### src/gf256_arithmetic_unit_core_macros.svh
// Assertion macros shared by the GF(2^8) unit RTL.
`ifndef GF256_ARITHMETIC_UNIT_CORE_MACROS_SVH
`define GF256_ARITHMETIC_UNIT_CORE_MACROS_SVH

// Same-cycle implication, checked on clk, disabled during reset.
`define GFAU_ASSERT_NOW(label, ante, cons, msg) \
    label: assert property (@(posedge clk) disable iff (!rst_n) (ante) |-> (cons)) \
        else $error(msg);

// Next-cycle implication, checked on clk, disabled during reset.
`define GFAU_ASSERT_NEXT(label, ante, cons, msg) \
    label: assert property (@(posedge clk) disable iff (!rst_n) (ante) |=> (cons)) \
        else $error(msg);

`endif

### src/gfau_pkg.sv
// Types and constants of the GF(2^8) arithmetic unit.
package gfau_pkg;

    localparam int ELEM_W  = 8;
    localparam int TOP_BIT = ELEM_W - 1;
    localparam int PROD_W  = 2 * ELEM_W - 1;

    localparam logic [ELEM_W-1:0] ELEM_ONE     = ELEM_W'(1);
    localparam logic [ELEM_W-1:0] INV_EXPONENT = ELEM_W'(254);
    // low bits of x^8+x^4+x^3+x+1, x^8 is implied
    localparam logic [ELEM_W-1:0] POLY_RESET   = 8'h1B;

    typedef enum logic [1:0] {
        FUNC_ADD = 2'd0,
        FUNC_MUL = 2'd1,
        FUNC_POW = 2'd2,
        FUNC_INV = 2'd3
    } func_t;

    typedef struct packed {
        func_t             func;
        logic [ELEM_W-1:0] lhs;
        logic [ELEM_W-1:0] rhs;
        logic [ELEM_W-1:0] exponent;
    } req_t;

    typedef struct packed {
        logic ready;
        logic done;
    } seq_status_t;

endpackage

### src/gfau_mul.sv
// Shared GF(2^8) multiplier: carry-less product and reduction.
module gfau_mul (
    input  logic [gfau_pkg::ELEM_W-1:0] a,
    input  logic [gfau_pkg::ELEM_W-1:0] b,
    input  logic [gfau_pkg::ELEM_W-1:0] poly,
    output logic [gfau_pkg::ELEM_W-1:0] p
);
    import gfau_pkg::*;

    logic [PROD_W-1:0] prod;
    logic [PROD_W-1:0] red;
    logic [ELEM_W:0]   full_poly;

    assign full_poly = {1'b1, poly};

    always_comb
    begin
        prod = '0;
        for (int i = 0; i <= TOP_BIT; i++)
        begin
            if (a[i])
            begin
                prod = prod ^ (PROD_W'(b) << i);
            end
        end
        red = prod;
        // clear bits 14..8 from the top down
        for (int k = PROD_W - 1; k >= ELEM_W; k--)
        begin
            if (red[k])
            begin
                red = red ^ (PROD_W'(full_poly) << (k - ELEM_W));
            end
        end
    end

    assign p = red[ELEM_W-1:0];

endmodule

### src/gfau_seq.sv
// Sequencer running add directly, and multiply, power and inverse on the shared multiplier.
module gfau_seq (
    input  logic                         clk,
    input  logic                         rst_n,
    input  logic                         start,
    input  gfau_pkg::req_t               req,
    input  logic [gfau_pkg::ELEM_W-1:0]  poly,
    input  logic                         out_free,
    output gfau_pkg::seq_status_t        status,
    output logic [gfau_pkg::ELEM_W-1:0]  result
);
    import gfau_pkg::*;

    `include "gf256_arithmetic_unit_core_macros.svh"

    typedef enum logic [3:0] {
        ST_IDLE = 4'b0001,
        ST_ACC  = 4'b0010,
        ST_SQR  = 4'b0100,
        ST_DONE = 4'b1000
    } state_t;

    state_t            state_reg, state_next;
    logic [ELEM_W-1:0] acc_reg, acc_next;
    logic [ELEM_W-1:0] sq_reg, sq_next;
    logic [ELEM_W-1:0] exp_reg, exp_next;
    logic [ELEM_W-1:0] mul_a, mul_p;

    // acc step: acc*sq, square step: sq*sq
    assign mul_a = (state_reg == ST_SQR) ? sq_reg : acc_reg;

    gfau_mul u_mul (
        .a    (mul_a),
        .b    (sq_reg),
        .poly (poly),
        .p    (mul_p)
    );

    always_comb
    begin
        state_next = state_reg;
        acc_next   = acc_reg;
        sq_next    = sq_reg;
        exp_next   = exp_reg;
        case (state_reg)
            ST_IDLE:
            begin
                if (start)
                begin
                    state_next = ST_ACC;
                    case (req.func)
                        FUNC_ADD:
                        begin
                            acc_next   = req.lhs ^ req.rhs;
                            state_next = ST_DONE;
                        end
                        FUNC_MUL:
                        begin
                            // one acc step: lhs * rhs
                            acc_next = req.lhs;
                            sq_next  = req.rhs;
                            exp_next = ELEM_ONE;
                        end
                        FUNC_POW:
                        begin
                            acc_next = ELEM_ONE;
                            sq_next  = req.lhs;
                            exp_next = req.exponent;
                        end
                        default:
                        begin
                            acc_next = ELEM_ONE;
                            sq_next  = req.lhs;
                            exp_next = INV_EXPONENT;
                        end
                    endcase
                end
            end
            ST_ACC:
            begin
                if (exp_reg == '0)
                begin
                    state_next = ST_DONE;
                end
                else
                begin
                    if (exp_reg[0])
                    begin
                        acc_next = mul_p;
                    end
                    state_next = ST_SQR;
                end
            end
            ST_SQR:
            begin
                sq_next    = mul_p;
                exp_next   = exp_reg >> 1;
                state_next = ST_ACC;
            end
            ST_DONE:
            begin
                if (out_free)
                begin
                    state_next = ST_IDLE;
                end
            end
            default:
            begin
                state_next = ST_IDLE;
            end
        endcase
    end

    always_ff @(posedge clk or negedge rst_n)
    begin
        if (!rst_n)
        begin
            state_reg <= ST_IDLE;
        end
        else
        begin
            state_reg <= state_next;
        end
    end

    always_ff @(posedge clk)
    begin
        acc_reg <= acc_next;
        sq_reg  <= sq_next;
        exp_reg <= exp_next;
    end

    assign status.ready = (state_reg == ST_IDLE);
    assign status.done  = (state_reg == ST_DONE) && out_free;
    assign result       = acc_reg;

    `GFAU_ASSERT_NOW(a_done_not_ready, status.done, !status.ready,
        "result handed off while sequencer reports ready")
    `GFAU_ASSERT_NEXT(a_busy_after_start, start && status.ready, !status.ready,
        "sequencer still ready after taking a request")
    `GFAU_ASSERT_NEXT(a_exp_shift, state_reg == ST_SQR, exp_reg == ($past(exp_reg) >> 1),
        "exponent not shifted by square step")
    `GFAU_ASSERT_NEXT(a_exp_zero_done, (state_reg == ST_ACC) && (exp_reg == '0),
        state_reg == ST_DONE, "exhausted exponent did not finish")

endmodule

### src/gf256_arithmetic_unit_core.sv
// Top level of the GF(2^8) arithmetic unit: stream ports, config and output register.
//
//  channel  | dir | payload                                   | request taken when
//  ---------+-----+-------------------------------------------+-------------------------
//  s_*      | in  | tuser: func; tdata: lhs, rhs, exponent    | s_tvalid && s_tready
//  m_*      | out | tdata: result                             | m_tvalid && m_tready
//  cfg_*    | in  | cfg_wr_data: reduction polynomial (9 bit) | cfg_wr_en
//
// Power and inverse step through the exponent on the single shared multiplier:
// per bit an accumulate step (multiply by the square when the bit is set) and a
// square step. Multiply runs a single accumulate step, lhs times rhs, and add
// needs no multiply.
// s_tready is high only while the sequencer is idle; a finished result waits in
// the output register, so the next request is taken while m_tready is low.
// Reset restores the polynomial to x^8+x^4+x^3+x+1 and empties the output.
module gf256_arithmetic_unit_core (
    input  logic        clk,
    input  logic        rst_n,
    input  logic        s_tvalid,
    output logic        s_tready,
    input  logic [23:0] s_tdata,     // [7:0] lhs, [15:8] rhs, [23:16] exponent
    input  logic [1:0]  s_tuser,     // [1:0] func
    output logic        m_tvalid,
    input  logic        m_tready,
    output logic [7:0]  m_tdata,     // [7:0] result
    input  logic        cfg_wr_en,
    input  logic [8:0]  cfg_wr_data
);
    import gfau_pkg::*;

    // bit 8 of the register is always treated as set, so only the low bits are kept
    logic [ELEM_W-1:0] poly_reg;
    logic              out_valid_reg, out_valid_next;
    logic [ELEM_W-1:0] out_data_reg, out_data_next;

    req_t              req;
    seq_status_t       status;
    logic [ELEM_W-1:0] seq_result;
    logic              out_free;
    logic              start;

    assign req.func     = func_t'(s_tuser);
    assign req.lhs      = s_tdata[7:0];
    assign req.rhs      = s_tdata[15:8];
    assign req.exponent = s_tdata[23:16];

    assign s_tready = status.ready;
    assign start    = s_tvalid && status.ready;
    // output slot free if empty or being drained this cycle
    assign out_free = !out_valid_reg || m_tready;

    gfau_seq u_seq (
        .clk      (clk),
        .rst_n    (rst_n),
        .start    (start),
        .req      (req),
        .poly     (poly_reg),
        .out_free (out_free),
        .status   (status),
        .result   (seq_result)
    );

    always_comb
    begin
        out_valid_next = out_valid_reg;
        out_data_next  = out_data_reg;
        if (status.done)
        begin
            out_valid_next = 1'b1;
            out_data_next  = seq_result;
        end
        else if (m_tready)
        begin
            out_valid_next = 1'b0;
        end
    end

    always_ff @(posedge clk or negedge rst_n)
    begin
        if (!rst_n)
        begin
            poly_reg      <= POLY_RESET;
            out_valid_reg <= 1'b0;
        end
        else
        begin
            if (cfg_wr_en)
            begin
                poly_reg <= cfg_wr_data[ELEM_W-1:0];
            end
            out_valid_reg <= out_valid_next;
        end
    end

    always_ff @(posedge clk)
    begin
        out_data_reg <= out_data_next;
    end

    assign m_tvalid = out_valid_reg;
    assign m_tdata  = out_data_reg;

endmodule

### config.mk
export PLATFORM = sky130hd
export DESIGN_NAME = gf256_arithmetic_unit_core
export DESIGN_NICKNAME = d
export VERILOG_FILES = /design/src/gfau_pkg.sv /design/src/gfau_mul.sv /design/src/gfau_seq.sv /design/src/gf256_arithmetic_unit_core.sv
export VERILOG_INCLUDE_DIRS = /design/src /design/src/src
export SDC_FILE = /design/constraint.sdc
export NUM_CORES = 1
export LEC_CHECK = 0
export BUFFER_PORTS_ARGS = -buffer_cell sky130_fd_sc_hd__buf_2
export CORE_ASPECT_RATIO = 1.5
export CORE_UTILIZATION = 60
export DETAILED_ROUTE_END_ITERATION = 8
export MAX_ROUTING_LAYER = met4
export PLACE_DENSITY = 0.79
export SETUP_SLACK_MARGIN = 0.4
export SLEW_MARGIN = 5
export SYNTH_ARGS = -nofsm -noshare
export SYNTH_HDL_FRONTEND = slang
export SYNTH_HIERARCHICAL = 1
export SYNTH_SLANG_ARGS = --single-unit
### constraint.sdc
create_clock -name clk -period 6.4 [get_ports clk]
set_input_delay 1.6 -clock clk [delete_from_list [all_inputs] [get_ports clk]]
set_output_delay 1.6 -clock clk [all_outputs]
set_load 0.005 [all_outputs]
==> out/metrics.cfg, run 1 <==
[global_routing]
met3_usage_pct = 3.050
grt_pass1_vias = 3771
busiest_layer = met2
grt_use_met2_pct = 49.80
antenna_found_initial = 0
grt-ovfl-total = 0
globalRouteMet1Util_pct = 31.32
track_usage_pct = 28.13
grt_max_degree = 24
grt_pass1_wl_mm = 16.93

[synth]
synthTopCellsByCount = nand2_1, xnor2_1, o21ai_0
synth_edf_count = 32
synth_top_area_share_pct = 21.02
syn_avg_cell_area_sq_um = 8.689
synth_ff_type = edfxtp_1
synthAdderAreaFrac_pct = 1.095
synth_compound_area_share_pct = 17.60
yosys.area_share.simple_pct = 20.86
synth_seq_area_share_pct = 28.28
ys.warnings.count = 6
synth_top_family_by_area = simple AND/OR/NAND/NOR gates
async_reset_ff_share_pct = 28.89
syn-num-nets = 570
synth_mux_area_share_pct = 7.966
ys_top_cells_by_area = edfxtp_1, xnor2_1, nand2_1
synth_area_sq_um = 4571
synth.most_common_cell = nand2_1
yosys.area.top_type = edfxtp_1
netlist_instances = 526
ys_seq_elements = 45
synth_xor_area_share_pct = 19.03
ys_types = 78

[status]
status = finished clean

[route]
ant_nets = 0
via_per_inst = 5.893
routedWlPerCell_microns = 15.51
dr.pass1.iters = 4
num_vias = 3813
drtIter0Drc = 243
drcViolationCount = 0
wl_mm = 10.03

[cts]
cts_root_buf = clkbuf_8
hold_buffers = 0
post_cts_resized = 0
clock-sinks = 45
worstSkewPairLatency_ns = 0.31
cts_tree = done
clk_pin_slew_worst_paths_ns = 0.09
clockBufferDepth = 2
h-tree-depth = 2
post_cts_buffers = 0
cts_buffers = 5

[job]
maxCapViolations = 0

[timing]
drv_slew = 0
fin_crit_ns = 5.293
finalCritPeriodShare_pct = 82.70
hold_violations = 0
worst_slew_pin_slew_ns = 1.110
fmax_ghz = 0.1889
slew_headroom_pct = 25.38
worst_slack_ns = 1.107
clock_skew_ns = 0.01372
finalSetupViolations = 0
tns_ns = 0
rsz0062_at_grt = no

[floorplan]
die_w_microns = 73.27
ios = 50
initial_utilization_pct = 62.42
die_area_sq_um = 7978
num_rows = 38
die_y_microns = 108.9
core_area_sq_um = 7322

[placement]
io_buffers = 48
gp_routability_congestion = 0.8869
pre_cts_slack_ns = 1.176
dp_hpwl_mm = 7.555

[worst_setup_path]
path_class = reg2reg
end_kind = flip-flop
worstPathArrival_ns = 5.35
start_kind = flip-flop
required_ns = 6.46
critPathMaxFanout = 16
reg2reg_from = u_seq/state_reg[3]
startpoint = u_seq/state_reg[3]

[finish]
drive_gt1_share_pct = 18.28
antenna_cells = 0
fin_util_pct = 66.59
fin_nets = 590
synthToLayoutAreaGrowth_pct = 6.680

[worst_hold_path]
hold_class = reg2reg
min-delay-start = u_seq/result[2]

## worst paths after layout
| check | to | cells past startpoint | slack (ns) |
|---|---|---|---|
| min | m_tdata[2] | 0 | 0.44 |
| max reg2reg | u_seq/result[3] | 14 | 1.11 |
| max | u_seq/result[3] | 14 | 1.11 |
| max in group asynchronous | poly_reg[3] | 1 | 4.96 |
| min reg2reg | m_tdata[2] | 0 | 0.44 |
| min in group asynchronous | u_seq/state_reg[3] | 1 | 1.16 |
## critical path: stages, from the launching register on
cell and delay, ns:
dfrtp_1 0.49, nand2b_2 0.26, nor3_4 0.42, mux2_1 0.56
inv_1 0.17, a221oi_2 0.31, o21ai_1 0.10, xnor3_1 0.45
a31oi_1 0.43, nor4_4 0.11, nor2_1 0.57, mux2i_1 0.21
o311ai_2 0.29, xnor3_1 0.43, a22o_1 0.22
## per-stage QoR
| stage | instances | hold slack (ns) | cell area (sq um) |
|---|---|---|---|
| 2_1_floorplan | 526 | 0.4187 | 4571 |
| 3_3_place_gp | 639 | 0.4272 | 4780 |
| 3_5_place_dp | 639 | 0.4301 | 4780 |
| 4_1_cts | 647 | 0.4487 | 4876 |
| 5_1_grt | 647 | 0.4717 | 4876 |
| 6_report | 647 | 0.4450 | 4876 |
## logic make-up after synthesis
| family | Yosys count |
|---|---|
| AOI/OAI and AO/OA | 116 |
| xor gates and xnor gates | 85 |
| adders and majority gates | 4 |
| buffers and inverters | 50 |
| DFF | 45 |
| muxes | 31 |
| and+or+nand+nor | 195 |
## metal layers
layer	vias up	share of wire [%]
li1	1880	-
met1	1813	40
met2	103	54
met3	17	3.5
met4	0	2.2
met5	-	0
## layout by cell type (no fill, tap or decap), types with 11 or more instances in the layout
cell      instances
xnor2_1          58
edfxtp_1         32
inv_1            11
buf_2            48
nor2_1           19
mux2i_1          12
xor2_1           18
a21oi_1          12
o21ai_0          41
nand2_1         117
## cell type report
| class | instances | area [sq um] |
|---|---|---|
| Clock inverter | 2 | 13.76 |
| Clock buffer | 6 | 82.58 |
| Multi-Input combinational cell | 431 | 3054 |
| Sequential cell | 45 | 1292 |
| Inverter | 12 | 45.04 |
| Tap cell | 100 | 125.1 |
| Fill cell | 619 | 2446 |
| Timing Repair Buffer | 51 | 262.8 |
Power of run 1 is not shown: default switching activity piles up to over one toggle a cycle in this logic, so the estimate is an artifact.
==> inputs of run 2 (changes only) <==
- clock period: 6.4 -> 5.45 ns (I/O delays scaled with it)
==> out/metrics.cfg, run 2 (synthesized netlist as in run 1, its figures left out) <==
[timing]
drv_slew = 0
worst_slew_pin_slew_ns = 1.141
hold_violations = 0
clock_skew_ns = 0.008853
rsz0062_at_grt = no
finalSetupViolations = 0
finalCritPeriodShare_pct = 89.14
tns_ns = 0
slew_headroom_pct = 23.30
fin_crit_ns = 4.858
fmax_ghz = 0.2058

[global_routing]
grt-ovfl-total = 0
grt_pass1_wl_mm = 17.03
grt_max_degree = 24
track_usage_pct = 28.41
antenna_found_initial = 0
grt_pass1_vias = 3857

[cts]
hold_buffers = 0
h-tree-depth = 2
cts_tree = done
cts_buffers = 5
clockBufferDepth = 2
clk_pin_slew_worst_paths_ns = 0.09
clock-sinks = 45
cts_root_buf = clkbuf_8
worstSkewPairLatency_ns = 0.30

[finish]
final_common_cell = nand2_1
fin_nets = 600
final_cell_mix = nand2_1, xnor2_1, buf_2
drive_gt1_share_pct = 23.16
fill_cells = 594
synthToLayoutAreaGrowth_pct = 10.21
antenna_cells = 0

[status]
status = finished clean

[job]
maxCapViolations = 0

[worst_setup_path]
path_buf_inv = 2
worstPathArrival_ns = 4.91
path_class = reg2reg
cp_top_family = compound AO/OA/AOI/OAI gates
end_kind = flip-flop
r2r_setup_slack_ns = 0.59
critPathMaxFanout = 8
path_common_cell = a22o_1
cp_slowest_cell = dfrtp_2
start_kind = flip-flop
cp_cell_sequence = nand2b_2 -> nor3_4 -> buf_12 -> mux2_2 -> and2_1 -> o22ai_1 -> a22o_1 -> o211ai_1 -> buf_4 -> a211oi_2 -> o22ai_2 -> a21oi_2 -> o31ai_1 -> o211ai_2 -> nand2_1 -> xnor3_1 -> a22o_1
reg2reg_from = u_seq/state_reg[3]
r2r_end = u_seq/result[2]
required_ns = 5.50
max_stage_delay_ns = 0.47
r2r.worst_path.cells = 17

[placement]
io_buffers = 48
dp_hpwl_mm = 7.833
gp_routability_congestion = 0.8706

[route]
num_vias = 3914
drcViolationCount = 0
dr.pass1.iters = 5
wl_mm = 10.63
via_per_inst = 5.957
drtIter0Drc = 238
ant_nets = 0
routedWlPerCell_microns = 16.18

[floorplan]
die_area_sq_um = 7978
die_w_microns = 73.27
core_area_sq_um = 7322
initial_utilization_pct = 62.42
ios = 50
die_y_microns = 108.9
num_rows = 38

[worst_hold_path]
min-delay-start = u_seq/result[2]
worstHoldEndpoint = m_tdata[2]
hold_class = reg2reg
hold_depth = 0

## run 2: timing repair
item / 4_1_cts / 5_1_grt
buffers inserted: 0 / 6
endpoints found under the setup margin: 0 / 16
resized for setup: 0 / 25
## run 2: per-layer routing
metal | global-route usage [%] | routed length [microns] | vias to the layer above
met5 | - | 0 | -
met4 | 13.17 | 310 | 0
met3 | 2.957 | 362 | 24
met2 | 52.31 | 5758 | 121
met1 | 29.75 | 4198 | 1865
li1 | - | - | 1904
## run 2: how the worst max path moves through the flow
stage	endpoint	cells after the start	start
floorplan	u_seq/result[2]	17	u_seq/state_reg[3]
global placement	u_seq/result[2]	16	u_seq/state_reg[3]
detailed placement	u_seq/result[2]	16	u_seq/state_reg[3]
CTS	u_seq/result[3]	14	u_seq/state_reg[3]
global route	u_seq/result[2]	17	u_seq/state_reg[3]
finish	u_seq/result[2]	17	u_seq/state_reg[3]
## run 2: cell type report
class                           instances  area [sq um]  share of cell area, %
Multi-Input combinational cell        431          3129                  62.12
Tap cell                              100         125.1                  2.484
Inverter                               12         45.04                 0.8942
Clock inverter                          3         21.27                 0.4223
Sequential cell                        45          1294                  25.68
Clock buffer                            5         68.82                  1.366
Timing Repair Buffer                   61         354.1                  7.029
## run 2: per-stage QoR
step / hold slack [ns] / cell area [sq um] / util (%) / instances / setup WS, ns
6_report: 0.4568 / 5037 / 68.80 / 657 / 0.5919
5_1_grt: 0.4600 / 5037 / 68.80 / 657 / 0.3984
3_3_place_gp: 0.4282 / 4810 / 65.69 / 643 / 0.5270
4_1_cts: 0.4481 / 4900 / 66.92 / 651 / 0.4032
3_5_place_dp: 0.4329 / 4810 / 65.69 / 643 / 0.4497
2_1_floorplan: 0.4187 / 4571 / - / 526 / 0.9550
Power of run 2 is left out for the same reason.
==> inputs of run 3 (changes only) <==
- CELL_PAD_IN_SITES_DETAIL_PLACEMENT: unset -> 1
- CELL_PAD_IN_SITES_GLOBAL_PLACEMENT: unset -> 1
- CORE_UTILIZATION: 60 -> 46
- PLACE_DENSITY: 0.79 -> 0.8
==> out/metrics.cfg, run 3 (synthesized netlist as in run 1, its figures left out) <==
[floorplan]
num_rows = 44
die_y_microns = 124.1
die_area_sq_um = 10350
ios = 50
core_area_sq_um = 9689
initial_utilization_pct = 47.17
die_w_microns = 83.39

[worst_setup_path]
end_kind = flip-flop
start_kind = flip-flop
worstPathArrival_ns = 5.01
required_ns = 5.50
path_class = reg2reg
critPathMaxFanout = 11

[timing]
finalSetupViolations = 0
worst_slack_ns = 0.4873
hold_violations = 0
drv_slew = 0
finalCritPeriodShare_pct = 91.06
clock_skew_ns = 0.007540
rsz0062_at_grt = no
worst_slew_pin_slew_ns = 1.244
fmax_ghz = 0.2015
fin_crit_ns = 4.963
tns_ns = 0
slew_headroom_pct = 16.40
fin_hold_ws_ns = 0.4553

[route]
drtIter0Drc = 195
dr.pass1.iters = 4
via_per_inst = 5.985
drcViolationCount = 0
ant_nets = 0
num_vias = 4070
wl_mm = 13.98
routedWlPerCell_microns = 20.56

[placement]
dp_hpwl_mm = 9.334
place_inst = 658
io_buffers = 48
gp_routability_congestion = 0.8441
pre_cts_slack_ns = 0.2060

[job]
maxCapViolations = 0

[worst_hold_path]
hold_class = reg2reg

[finish]
final_cell_mix = nand2_1, xnor2_1, buf_2
synthToLayoutAreaGrowth_pct = 15.44
layoutNonFillerInstCount = 680
antenna_cells = 0
fin_nets = 608
final_common_cell = nand2_1
drive_gt1_share_pct = 24.78

[cts]
cts_root_buf = clkbuf_16
cts_tree = done
hold_buffers = 0
clk_pin_slew_worst_paths_ns = 0.07
worstSkewPairLatency_ns = 0.29
cts_buffers = 5
clockBufferDepth = 2
h-tree-depth = 2
clock-sinks = 45

[global_routing]
track_usage_pct = 25.89
antenna_found_initial = 0
grt-ovfl-total = 0
grt_max_degree = 42
grt_pass1_wl_mm = 20.50
grt_pass1_vias = 4151

[status]
status = finished clean

run 3: final cells by class:
cell class,instances,area [sq um]
Clock buffer,5,125.1
Clock inverter,3,68.82
Fill cell,1148,4413
Inverter,12,45.04
Multi-Input combinational cell,431,3154
Sequential cell,45,1294
Tap cell,115,143.9
Timing Repair Buffer,69,445.4
run 3: per-stage QoR:
stage	area, sq um	utilization, %
final	5276	54.46
after global routing	5276	54.46
after CTS	5047	52.09
after detailed placement	4841	49.96
after global placement	4841	49.96
after floorplan	4571	-
run 3: path summary, 6_finish.rpt:
path                                     from               to  slack (ns)  cells after the start
max reg2reg                u_seq/state_reg[2]  u_seq/result[2]        0.49                     17
max                        u_seq/state_reg[2]  u_seq/result[2]        0.49                     17
min                           u_seq/result[3]       m_tdata[3]        0.46                      0
min reg2reg                   u_seq/result[3]       m_tdata[3]        0.46                      0
min in group asynchronous               rst_n         m_tvalid        0.94                      1
max in group asynchronous               rst_n      poly_reg[4]        4.22                      1
run 3: critical path, stage by stage (launching register included):
cell	delay [ns]
dfrtp_1	0.57
nand2b_2	0.15
nor3_4	0.29
buf_12	0.19
mux2_4	0.39
and4bb_2	0.34
a21oi_2	0.06
o21ai_2	0.22
o211ai_1	0.13
buf_4	0.22
buf_4	0.14
a211oi_4	0.28
nor4_4	0.09
o21ai_1	0.53
nand2_1	0.13
a32o_1	0.32
xnor3_1	0.40
a22o_1	0.23
run 3: what timing repair did:
item | CTS | global route
buffers inserted | 0 | 12
pin swaps | 0 | 11
endpoints found under the setup margin | 12 | 15
gates cloned | 0 | 2
gates resized for setup | 8 | 21
run 3: layer usage:
metal | wire [microns] | vias to the layer above | track usage [%]
li1 | - | 1915 | -
met1 | 5156 | 2048 | 25.49
met2 | 8081 | 83 | 51.33
met3 | 364 | 24 | 2.982
met4 | 378 | 0 | 10.67
met5 | 0 | - | -
Power of run 3 is left out for the same reason.
